$ cat config.mk
export PLATFORM = sky130hd
export DESIGN_NAME = clamped_pwm_with_deadman_timeout_flat
export DESIGN_NICKNAME = d
export VERILOG_FILES = /design/src/sv/cpwm_pkg.sv /design/src/sv/cpwm_in_if.sv /design/src/sv/cpwm_out_if.sv /design/src/sv/clamped_pwm_with_deadman_timeout.sv /design/src/flat_wrapper.sv
export SDC_FILE = /design/constraint.sdc
export NUM_CORES = 1
export LEC_CHECK = 0
export BUFFER_PORTS_ARGS = -buffer_cell sky130_fd_sc_hd__buf_2
export CAP_MARGIN = 10
export CORE_MARGIN = 10
export CORE_UTILIZATION = 40
export DETAILED_ROUTE_END_ITERATION = 12
export GPL_TIMING_DRIVEN = 0
export PLACE_DENSITY = 0.68
export SLEW_MARGIN = 40
export SYNTH_ARGS = -nofsm -noshare
export SYNTH_HDL_FRONTEND = slang
export SYNTH_SLANG_ARGS = --single-unit
export TNS_END_PERCENT = 100
$ cat constraint.sdc
create_clock -name clk_i -period 11.2 [get_ports clk_i]
set_clock_uncertainty 0.15 [all_clocks]
set_input_delay 1.68 -clock clk_i [delete_from_list [all_inputs] [get_ports clk_i]]
set_output_delay 1.68 -clock clk_i [all_outputs]
set_load 0.005 [all_outputs]
$ cat src/sv/cpwm_pkg.sv
// ----------------------------------------------------------------------------
// cpwm_pkg
// shared types and constants of the clamped pwm block with dead-man timeout
// ----------------------------------------------------------------------------
`timescale 1ns / 1ps
`default_nettype none

package cpwm_pkg;

  // field widths
  localparam int unsigned DUTY_W   = 10;
  localparam int unsigned TICK_W   = 16;
  localparam int unsigned PROD_W   = DUTY_W + TICK_W;
  localparam int unsigned CFG_AW   = 5;
  localparam int unsigned CFG_DW   = 32;

  // duty in tenths of a percent, full scale is 100%
  localparam logic [DUTY_W-1:0] DUTY_FULL = 10'd1000;

  // register reset values
  localparam logic [TICK_W-1:0] PERIOD_RESET  = 16'd100;
  localparam logic [DUTY_W-1:0] MIN_RESET     = 10'd0;
  localparam logic [DUTY_W-1:0] MAX_RESET     = 10'd1000;
  localparam logic [TICK_W-1:0] SINCE_SAT     = 16'hFFFF;

  typedef enum logic {
    MODE_TICK   = 1'b0,
    MODE_UPDATE = 1'b1
  } mode_e;

  // register index, byte address is 4 * index
  typedef enum logic [2:0] {
    REG_PERIOD   = 3'd0,
    REG_MIN_DUTY = 3'd1,
    REG_MAX_DUTY = 3'd2,
    REG_MIN_SNAP = 3'd3,
    REG_MAX_SNAP = 3'd4
  } reg_idx_e;

endpackage

`default_nettype wire

$ cat src/sv/cpwm_in_if.sv
// ----------------------------------------------------------------------------
// cpwm_in_if
// request channel: tick or duty update, valid/ready handshake
// ----------------------------------------------------------------------------
`timescale 1ns / 1ps
`default_nettype none

interface cpwm_in_if;
  logic        valid;
  logic        ready;
  logic        mode;
  logic [9:0]  duty_request;
  logic [15:0] timeout_ticks;

  modport source (output valid, output mode, output duty_request, output timeout_ticks,
                  input ready);
  modport sink   (input valid, input mode, input duty_request, input timeout_ticks,
                  output ready);
endinterface

`default_nettype wire

$ cat src/sv/cpwm_out_if.sv
// ----------------------------------------------------------------------------
// cpwm_out_if
// result channel: pin level, trip flag and applied duty, valid/ready handshake
// ----------------------------------------------------------------------------
`timescale 1ns / 1ps
`default_nettype none

interface cpwm_out_if;
  logic       valid;
  logic       ready;
  logic       pin_level;
  logic       tripped;
  logic [9:0] duty_applied;

  modport source (output valid, output pin_level, output tripped, output duty_applied,
                  input ready);
  modport sink   (input valid, input pin_level, input tripped, input duty_applied,
                  output ready);
endinterface

`default_nettype wire

$ cat src/sv/clamped_pwm_with_deadman_timeout.sv
// ----------------------------------------------------------------------------
// clamped_pwm_with_deadman_timeout
// tick-driven pwm output with duty clamping and a dead-man timeout
// ----------------------------------------------------------------------------
// Each request is a tick or a duty update and yields exactly one result in the
// cycle after it is accepted. A new request is taken in every cycle as long as the
// result register is empty or its result is taken in that same cycle, so the
// sustained rate is one request per clock. The longest path is the update: clamp,
// one 10x16 multiply of duty by period, and one compare against the phase
// threshold. Instead of storing floor(duty*period/1000) the block keeps the
// product duty*period and tests (phase+1)*1000 <= product, which is the same
// condition and needs only a constant shift-add. A timeout of 0 disables the trip;
// the elapsed-tick counter saturates at 65535. Registers sit at byte address 4*i:
// period, min duty, max duty, min-snaps-to-zero, max-snaps-to-full. Writes to
// unused addresses are ignored and read back 0. Configure only while idle.
`timescale 1ns / 1ps
`default_nettype none

module clamped_pwm_with_deadman_timeout
  import cpwm_pkg::*;
(
  input  wire logic              clk_i,
  input  wire logic              rst_ni,
  cpwm_in_if.sink                in_i,
  cpwm_out_if.source             out_o,
  input  wire logic              psel,
  input  wire logic              penable,
  input  wire logic              pwrite,
  input  wire logic [CFG_AW-1:0] paddr,
  input  wire logic [CFG_DW-1:0] pwdata,
  output logic      [CFG_DW-1:0] prdata,
  output logic                   pready
);

  // configuration registers
  logic [TICK_W-1:0] period_q;
  logic [DUTY_W-1:0] min_q;
  logic [DUTY_W-1:0] max_q;
  logic              min_snap_q;
  logic              max_snap_q;

  // pwm state
  logic [DUTY_W-1:0] duty_q,    duty_d;
  logic [PROD_W-1:0] prod_q,    prod_d;     // duty * period at last update
  logic [TICK_W-1:0] phase_q,   phase_d;
  logic [TICK_W-1:0] since_q,   since_d;
  logic [TICK_W-1:0] timeout_q, timeout_d;
  logic              trip_q,    trip_d;

  // result register
  logic              out_valid_q;
  logic              pin_q,     pin_d;

  logic              in_fire;
  logic              out_fire;
  logic              cfg_wr;
  reg_idx_e          cfg_idx;

  logic [DUTY_W-1:0] duty_clamp;
  logic [PROD_W-1:0] prod_new;
  logic [TICK_W:0]   phase_inc;
  logic [PROD_W:0]   phase_thr;    // (phase + 1) * 1000

  // ---------------------------------------------------------------------------
  // handshakes
  // ---------------------------------------------------------------------------
  // the result register frees up in the same cycle its result is taken
  assign in_i.ready  = !out_valid_q || out_o.ready;
  assign in_fire     = in_i.valid && in_i.ready;
  assign out_fire    = out_o.valid && out_o.ready;

  assign out_o.valid        = out_valid_q;
  assign out_o.pin_level    = pin_q;
  assign out_o.tripped      = trip_q;
  assign out_o.duty_applied = duty_q;

  // ---------------------------------------------------------------------------
  // configuration port
  // ---------------------------------------------------------------------------
  assign pready  = 1'b1;
  assign cfg_idx = reg_idx_e'(paddr[CFG_AW-1:2]);
  assign cfg_wr  = psel && penable && pwrite && pready;

  always_comb begin
    unique case (cfg_idx)
      REG_PERIOD:   prdata = CFG_DW'(period_q);
      REG_MIN_DUTY: prdata = CFG_DW'(min_q);
      REG_MAX_DUTY: prdata = CFG_DW'(max_q);
      REG_MIN_SNAP: prdata = CFG_DW'(min_snap_q);
      REG_MAX_SNAP: prdata = CFG_DW'(max_snap_q);
      default:      prdata = '0;
    endcase
  end

  always_ff @(posedge clk_i or negedge rst_ni) begin
    if (!rst_ni) begin
      period_q   <= PERIOD_RESET;
      min_q      <= MIN_RESET;
      max_q      <= MAX_RESET;
      min_snap_q <= 1'b0;
      max_snap_q <= 1'b0;
    end else if (cfg_wr) begin
      unique case (cfg_idx)
        REG_PERIOD:   period_q   <= pwdata[TICK_W-1:0];
        REG_MIN_DUTY: min_q      <= pwdata[DUTY_W-1:0];
        REG_MAX_DUTY: max_q      <= pwdata[DUTY_W-1:0];
        REG_MIN_SNAP: min_snap_q <= pwdata[0];
        REG_MAX_SNAP: max_snap_q <= pwdata[0];
        default: ;
      endcase
    end
  end

  // ---------------------------------------------------------------------------
  // request processing
  // ---------------------------------------------------------------------------
  // min test wins when min is above max; result saturates at full scale
  always_comb begin
    duty_clamp = in_i.duty_request;
    if (in_i.duty_request < min_q) begin
      duty_clamp = min_snap_q ? '0 : min_q;
    end else if (in_i.duty_request > max_q) begin
      duty_clamp = max_snap_q ? DUTY_FULL : max_q;
    end
    if (duty_clamp > DUTY_FULL) begin
      duty_clamp = DUTY_FULL;
    end
  end

  assign prod_new  = PROD_W'(duty_clamp) * PROD_W'(period_q);
  assign phase_inc = {1'b0, phase_q} + (TICK_W+1)'(1);
  // times 1000 as 1024 - 16 - 8
  assign phase_thr = ((PROD_W+1)'(phase_inc) << 10) - ((PROD_W+1)'(phase_inc) << 4)
                   - ((PROD_W+1)'(phase_inc) << 3);

  always_comb begin
    duty_d    = duty_q;
    prod_d    = prod_q;
    phase_d   = phase_q;
    since_d   = since_q;
    timeout_d = timeout_q;
    trip_d    = trip_q;
    pin_d     = pin_q;
    if (mode_e'(in_i.mode) == MODE_UPDATE) begin
      // phase is held, not reset; pin follows the new duty at once
      duty_d    = duty_clamp;
      prod_d    = prod_new;
      timeout_d = in_i.timeout_ticks;
      since_d   = '0;
      trip_d    = 1'b0;
      pin_d     = (duty_clamp != '0) && (phase_thr <= {1'b0, prod_new});
    end else begin
      // trip once more than timeout ticks passed since the last update
      trip_d  = trip_q || ((timeout_q != '0) && (since_q >= timeout_q));
      since_d = (since_q != SINCE_SAT) ? since_q + TICK_W'(1) : since_q;
      pin_d   = !trip_d && (duty_q != '0) && (phase_thr <= {1'b0, prod_q});
      phase_d = (phase_inc >= {1'b0, period_q}) ? '0 : phase_inc[TICK_W-1:0];
    end
  end

  always_ff @(posedge clk_i or negedge rst_ni) begin
    if (!rst_ni) begin
      duty_q    <= '0;
      prod_q    <= '0;
      phase_q   <= '0;
      since_q   <= '0;
      timeout_q <= '0;
      trip_q    <= 1'b0;
      pin_q     <= 1'b0;
    end else if (in_fire) begin
      duty_q    <= duty_d;
      prod_q    <= prod_d;
      phase_q   <= phase_d;
      since_q   <= since_d;
      timeout_q <= timeout_d;
      trip_q    <= trip_d;
      pin_q     <= pin_d;
    end
  end

  always_ff @(posedge clk_i or negedge rst_ni) begin
    if (!rst_ni) begin
      out_valid_q <= 1'b0;
    end else if (in_fire) begin
      out_valid_q <= 1'b1;
    end else if (out_fire) begin
      out_valid_q <= 1'b0;
    end
  end

  // ---------------------------------------------------------------------------
  // assertions
  // ---------------------------------------------------------------------------
`ifndef ASSERT_OFF
  a_update_clears_trip : assert property (@(posedge clk_i) disable iff (!rst_ni)
    (in_fire && (mode_e'(in_i.mode) == MODE_UPDATE)) |=> !trip_q)
    else $error("trip flag still set after an accepted update");

  a_trip_forces_low : assert property (@(posedge clk_i) disable iff (!rst_ni)
    (out_valid_q && trip_q) |-> !pin_q)
    else $error("pin high while tripped");

  a_duty_in_range : assert property (@(posedge clk_i) disable iff (!rst_ni)
    duty_q <= DUTY_FULL)
    else $error("applied duty above full scale");

  a_since_saturates : assert property (@(posedge clk_i) disable iff (!rst_ni)
    ((since_q == SINCE_SAT) && !(in_fire && (mode_e'(in_i.mode) == MODE_UPDATE)))
      |=> (since_q == SINCE_SAT))
    else $error("elapsed tick counter wrapped");

  a_stall_only_when_full : assert property (@(posedge clk_i) disable iff (!rst_ni)
    !in_i.ready |-> (out_valid_q && !out_o.ready))
    else $error("request stalled with room in the result register");
`endif

endmodule

`default_nettype wire
$ cat src/flat_wrapper.sv
// flat-port wrapper written by rule: the top's interface ports become plain ports
module clamped_pwm_with_deadman_timeout_flat import cpwm_pkg::*;
  (clk_i, rst_ni, psel, penable, pwrite, paddr, pwdata, prdata, pready, in_i_valid, in_i_mode, in_i_duty_request, in_i_timeout_ticks, in_i_ready, out_o_valid, out_o_pin_level, out_o_tripped, out_o_duty_applied, out_o_ready);
  cpwm_in_if in_i_i ();
  cpwm_out_if out_o_i ();
  input  wire logic clk_i;
  input  wire logic rst_ni;
  input  wire logic psel;
  input  wire logic penable;
  input  wire logic pwrite;
  input  wire logic [CFG_AW-1:0] paddr;
  input  wire logic [CFG_DW-1:0] pwdata;
  output logic      [CFG_DW-1:0] prdata;
  output logic pready;
  input wire logic [$bits(in_i_i.valid)-1:0] in_i_valid;
  input wire logic [$bits(in_i_i.mode)-1:0] in_i_mode;
  input wire logic [$bits(in_i_i.duty_request)-1:0] in_i_duty_request;
  input wire logic [$bits(in_i_i.timeout_ticks)-1:0] in_i_timeout_ticks;
  output wire logic [$bits(in_i_i.ready)-1:0] in_i_ready;
  output wire logic [$bits(out_o_i.valid)-1:0] out_o_valid;
  output wire logic [$bits(out_o_i.pin_level)-1:0] out_o_pin_level;
  output wire logic [$bits(out_o_i.tripped)-1:0] out_o_tripped;
  output wire logic [$bits(out_o_i.duty_applied)-1:0] out_o_duty_applied;
  input wire logic [$bits(out_o_i.ready)-1:0] out_o_ready;
  assign in_i_i.valid = in_i_valid;
  assign in_i_i.mode = in_i_mode;
  assign in_i_i.duty_request = in_i_duty_request;
  assign in_i_i.timeout_ticks = in_i_timeout_ticks;
  assign in_i_ready = in_i_i.ready;
  assign out_o_valid = out_o_i.valid;
  assign out_o_pin_level = out_o_i.pin_level;
  assign out_o_tripped = out_o_i.tripped;
  assign out_o_duty_applied = out_o_i.duty_applied;
  assign out_o_i.ready = out_o_ready;
  clamped_pwm_with_deadman_timeout u_core (.clk_i(clk_i), .rst_ni(rst_ni), .in_i(in_i_i), .out_o(out_o_i), .psel(psel), .penable(penable), .pwrite(pwrite), .paddr(paddr), .pwdata(pwdata), .prdata(prdata), .pready(pready));
endmodule
# ---- Word level (Yosys, flattened, before mapping)
# Index checks and enable logic that the tools add are counted.
dict set report classes {
  n_addsub 4
  mul 1
  n_lt_le_gt_ge 7
  eq_ne 5
  n_mux 13
  bitwise_logic 1
  n_reduce_logical 26
}
# operator n
set ops {}
lappend ops {{16-bit one-hot mux with 5 select lines} 1}
lappend ops {{27-bit by 26-bit less-or-equal comparator with 1-bit output} 2}
lappend ops {{10-bit 2-to-1 mux} 5}
lappend ops {{16-bit 2-to-1 mux} 3}
lappend ops {{27-bit by 20-bit subtractor with 27-bit output} 1}
lappend ops {{27-bit by 21-bit subtractor with 27-bit output} 1}
lappend ops {{10-bit by 16-bit multiplier with 26-bit output} 1}
lappend ops {{10-bit nonzero test} 2}
lappend ops {{16-bit by 1-bit adder with 17-bit output, second input constant} 1}
lappend ops {{17-bit by 16-bit greater-or-equal comparator with 1-bit output} 1}
lappend ops {{16-bit by 1-bit adder with 16-bit output, second input constant} 1}
lappend ops {{16-bit greater-or-equal comparator} 1}
lappend ops {{16-bit != test, second input constant} 1}
lappend ops {{2-bit AND reduction} 8}
lappend ops {{16-bit nonzero test} 1}
lappend ops {{10-bit > comparator} 1}
lappend ops {{10-bit > comparator, second input constant} 1}
lappend ops {{10-bit < comparator} 1}
lappend ops {{1-bit logical AND} 8}
lappend ops {{3-bit by 2-bit equality test with 1-bit output, second input constant} 2}
lappend ops {{1-bit 2-to-1 mux} 4}
lappend ops {{2-bit nonzero test} 2}
lappend ops {{3-bit by 1-bit equality test with 1-bit output, second input constant} 1}
lappend ops {{3-bit equality test, second input constant} 1}
lappend ops {{4 further kinds} 6}
dict set report word_totals {
  register_bits 125
  input_bits 71
}

# ---- Depth between registers and ports, before layout
dict set report depth {
  depth_word 9
  mapped_depth 43
}

# ---- Worst setup path after synthesis
# No wires, ideal clock.
dict set report synth_path {
  kind {in2reg}
  from {input in_i_duty_request[3]}
  to {register u_core.pin_q, in the netlist u_core.out_o.pin_level}
  setup_ns 0.128
  t_arrival_ns 10.100
  t_required_ns 10.922
  slack_ns 0.822
  stages 39
  path_cell_list {ha_1 -> a21oi_1 -> o21ai_1 -> a2111oi_2 -> nor4b_1 -> o31ai_1 -> nand3_1 -> nor2_1 -> a311o_2 -> buf_2 -> nand2_1 -> fa_1 -> inv_1 -> fa_1 -> inv_1 -> fa_1 -> inv_1 -> fa_1 -> [... 3 more ...] -> ha_1 -> or3_1 -> nor2_1 -> o221ai_1 -> a41o_1 -> o211a_1 -> a41oi_1 -> a21oi_1 -> xnor2_1 -> ha_1 -> nand4_1 -> nor2_1 -> nand2_1 -> nor3_1 -> o21ai_0 -> and3_1 -> a31oi_1 -> o31ai_1}
}
dict set report synth_between {
  elab_chain_len 9
}
# item line_no
set synth_rtl {}
lappend synth_rtl {{from (decl)} flat_wrapper.sv:17} ;# input wire logic [$bits(in_i_i.duty_request)-1:0] in_i_duty_request;
lappend synth_rtl {{10-bit > comparator} clamped_pwm_with_deadman_timeout.sv:122} ;# end else if (in_i.duty_request > max_q) begin
lappend synth_rtl {{10-bit 2-to-1 mux} clamped_pwm_with_deadman_timeout.sv:122}
lappend synth_rtl {{10-bit 2-to-1 mux (*)} clamped_pwm_with_deadman_timeout.sv:120} ;# if (in_i.duty_request < min_q) begin
lappend synth_rtl {{10-bit > comparator} clamped_pwm_with_deadman_timeout.sv:125} ;# if (duty_clamp > DUTY_FULL) begin
lappend synth_rtl {{10-bit 2-to-1 mux (*)} clamped_pwm_with_deadman_timeout.sv:125}
lappend synth_rtl {{10-bit by 16-bit multiplier with 26-bit output} clamped_pwm_with_deadman_timeout.sv:130} ;# assign prod_new = PROD_W'(duty_clamp) * PROD_W'(period_q);
lappend synth_rtl {{27-bit by 26-bit less-or-equal comparator with 1-bit output} clamped_pwm_with_deadman_timeout.sv:151} ;# pin_d = (duty_clamp != '0) && (phase_thr <= {1'b0, prod_new});
lappend synth_rtl {{1-bit logical AND (*)} clamped_pwm_with_deadman_timeout.sv:151}
lappend synth_rtl {{1-bit 2-to-1 mux (*)} clamped_pwm_with_deadman_timeout.sv:144} ;# if (mode_e'(in_i.mode) == MODE_UPDATE) begin
lappend synth_rtl {{to (signal assigned)} clamped_pwm_with_deadman_timeout.sv:177} ;# pin_q <= pin_d;
lappend synth_rtl {{to (decl)} clamped_pwm_with_deadman_timeout.sv:52} ;# logic pin_q, pin_d;
# Every way passes the cells marked *; elsewhere a longest branch is shown, timed or not.
# A chain may end at the register's enable or synchronous reset.

# ---- Worst setup path in the final report
# Ends and elaborated chain as after synthesis.

==> flow_summary_export.csv <==
group,metric,value,unit
status,outcome,"finished clean",
global_route,grtUsageTotal,0.189,
timing,slew-limit-headroom,0.458,
floorplanning,die_h,213,um
min_path,hold_path.class,"reg -> reg",
worst_setup_path,path_depth,41,
global_route,grt_busiest_layer,"met2",
yosys,synth_cell_types,73,
clock_tree,numCtsBuffers,17,
global_route,grtUsageMet2,0.305,
job,max-cap-violations,0,
floorplanning,pin_count,118,
floorplanning,start_util,0.406,
worst_setup_path,end_kind,"flip-flop",
floorplanning,coreArea,36700,um^2
cells_and_area,fillers,3527,
clock_tree,cts_tree,"built",
timing,hold_viol,0,
timing,fin_crit_sh,0.965,
cells_and_area,multi_input_area,10700,um^2
yosys,yosys_register_bits,125,
global_route,grt.overflow.total,0,
timing,fmax,92.5,MHz
clock_tree,cts_buffer_depth,2,
cells_and_area,design_area,16800,um^2
worst_setup_path,critPathRequiredTime,11.34,ns
min_path,holdPathStages,2,
global_route,antenna_found_initial,1,
cells_and_area,register_area,3140,um^2
route,drc,0,
yosys,syn-instance-count,1749,
worst_setup_path,critPathLaunchType,"primary input",
worst_setup_path,crit_path_max_fanout,10,
worst_setup_path,r2r_end,"u_core.out_o.pin_level",
yosys,ys_seq_area_frac,0.211,
route,wl_per_cell,17.5,um
yosys,synth_flop_cell,"dfrtp_1",
yosys,synthArstFlopShare,1.00,
worst_setup_path,crit_buf_inv,8,
floorplanning,row_count,70,
global_route,grt_pass1_wl,68600,um
timing,setup_ws,0.389,ns
cells_and_area,fin_nets,2250,
worst_setup_path,max_stage_delay,0.55,ns
route,ant_nets,0,
clock_tree,htree_num_levels,4,
worst_setup_path,r2r_slack,1.13,ns
placed_design,dp_slack,-1.07,ns
route,dr.pass1.iters,6,
global_route,met3_usage,0.0336,
route,vias,12800,
global_route,first_global_vias,13100,
timing,rsz0062_at_grt,"false",
worst_setup_path,reg2reg_depth,42,
yosys,yosysWarnings,0,
clock_tree,clock_latency,0.44,ns
clock_tree,cts_sinks,125,
worst_setup_path,worst-setup-path-type,"in -> reg",
placed_design,dp_hpwl,33300,um
yosys,avgSynthCellArea,8.51,um^2
yosys,syn_area,14900,um^2
worst_setup_path,reg2reg_from,"u_core.max_q[5]",
route,drt_iter0_markers,899,
worst_setup_path,worst_path_max_delay_cell,"fa_1",
timing,min_period,10.81,ns
timing,setup_viol,0,
route,wirelength,41200,um
floorplanning,floorplan.die.width,213,um
placed_design,gp_congestion,0.923,
clock_tree,clkTransAtPathRegs,0.05,ns
min_path,min_to,"u_core.prod_q[3]",
placed_design,port_buffers,79,
cells_and_area,synthToLayoutAreaGrowth,13.0,%
timing,drv_slew,0,
timing,worst_pin_slew,0.807,ns
floorplanning,dieArea,45300,um^2
global_route,grt_max_degree,58,
yosys,synth_edf_count,0,
placed_design,postPlaceCellArea,16000,um^2
worst_setup_path,crit_arrival,10.95,ns
worst_setup_path,cpLargestDelayFamily,"adder cells",
route,vias_per_cell,5.43,
global_route,use_met1,0.243,
cells_and_area,drive_gt1_frac,0.107,
clock_tree,cts_hold_buf,0,
min_path,worstHoldStart,"u_core.prod_q[3]",
clock_tree,clockRootBuffer,"clkbuf_16",
[routing by layer]
metal / vias to the layer above / routed length (um)
met5: - / 0
met1: 6239 / 18300
met3: 79 / 2560
met4: 0 / 1500
met2: 378 / 18900
li1: 6062 / -
[state kept, by name, summed over array words and instances (netlist names)]
name,cells
u_core.max_q,10
u_core.max_snap_q,1
u_core.min_q,10
u_core.min_snap_q,1
u_core.out_o.duty_applied,10
u_core.out_o.pin_level,1
u_core.out_o.tripped,1
u_core.out_o.valid,1
u_core.period_q,16
u_core.phase_q,16
u_core.prod_q,26
u_core.since_q,16
u_core.timeout_q,16
[layout by cell type (no fill, tap or decap), drive strengths merged, types with 9 or more instances in the layout]
master,Yosys,final
nor3,40,40
xor2,38,38
clkbuf,57,77
conb,2,17
nand4,21,21
nand2b,20,20
nor3b,10,10
fa,120,120
and2,73,73
xnor2,33,33
a21oi,68,68
dfstp,9,9
o21ai,128,128
o21a,16,16
nand2,246,246
ha,190,190
nor4,10,10
a211oi,11,11
buf,29,114
nand3,36,36
inv,228,231
nor2,70,70
dfrtp,116,116
o31ai,9,9
a21o,33,33
mux2i,10,10
and3,21,21
a31oi,10,10
[worst register-to-register path, delay by kind of cell, from the launching register on]
family / cells / cell delay [ns]
fa+ha+maj: 8 / 3.43
compound gates: 11 / 2.42
simple gates: 13 / 2.21
buf+inv: 9 / 1.00
flops: 1 / 0.56
xor+xnor: 1 / 0.18
[synthesized netlist by cell type, drive strengths merged (10+ instances only)]
cell / count / area share
nand2b: 20 / 0.0084
nor2: 70 / 0.018
nand4: 21 / 0.0088
xor2: 38 / 0.022
ha: 190 / 0.16
nand2: 246 / 0.062
mux2i: 10 / 0.0067
nor3: 40 / 0.013
a31oi: 10 / 0.0042
nand3: 36 / 0.012
a21oi: 68 / 0.023
dfrtp: 116 / 0.20
fa: 120 / 0.16
o21ai: 128 / 0.043
inv: 228 / 0.057
and3: 21 / 0.0088
buf: 29 / 0.013
xnor2: 33 / 0.019
clkbuf: 57 / 0.014
nor3b: 10 / 0.0050
o21a: 16 / 0.0086
nor4: 10 / 0.0042
a21o: 33 / 0.017
and2: 73 / 0.031
a211oi: 11 / 0.0062
[timing repair]
item	4_1_cts	5_1_grt
resized for setup	6	26
pin swaps	4	4
endpoints found under the hold margin	0	0
setup buffers	4	1
endpoints found under the setup margin	1	1
[kinds of logic (layout without fill, tap and decap cells)]
group,after synthesis,after routing,synth area share
other,2,19,0.000505
AOI/OAI and AO/OA,327,327,0.139
buffers and inverters,314,431,0.0848
and+or+nand+nor,584,584,0.190
adders and majority gates,310,310,0.321
DFF,125,125,0.211
muxes,16,16,0.0120
xor gates and xnor gates,71,71,0.0418
[area by class of cell]
type	count	share of cell area
antenna	2	0.000297
buffer	86	0.0251
clock buffer	19	0.0263
clock inverter	12	0.00952
inverter	228	0.0509
multi-input combinational	1325	0.637
sequential	125	0.187
tap	468	0.0348
timing repair buffer	86	0.0296
[worst max path at each step]
stage	start	endpoint	slack [ns]
final	in_i_duty_request[3]	u_core.out_o.pin_level	0.39
after floorplan	in_i_duty_request[3]	u_core.out_o.pin_level	0.82
after global placement	in_i_duty_request[3]	u_core.out_o.pin_level	-1.60
after detailed placement	in_i_duty_request[3]	u_core.out_o.pin_level	-1.07
after global routing	in_i_duty_request[3]	u_core.out_o.pin_level	0.006
after CTS	in_i_duty_request[3]	u_core.out_o.pin_level	0.01
[metrics by stage]
| stage | hold slack (ns) | cells | setup TNS, ns | util |
|---|---|---|---|---|
| detailed placement | 0.321 | 2313 | -1.07 | 0.437 |
| finish | 0.329 | 2351 | 0 | 0.458 |
| floorplan | 0.297 | 1764 | 0 | - |
| global route | 0.351 | 2350 | 0 | 0.458 |
| CTS | 0.332 | 2348 | 0 | 0.455 |
| global placement | 0.316 | 2311 | -1.60 | 0.434 |
Power is left out: the tool's default activity adds up to more than one toggle a clock period on the data nets, which glitch-free logic cannot reach.
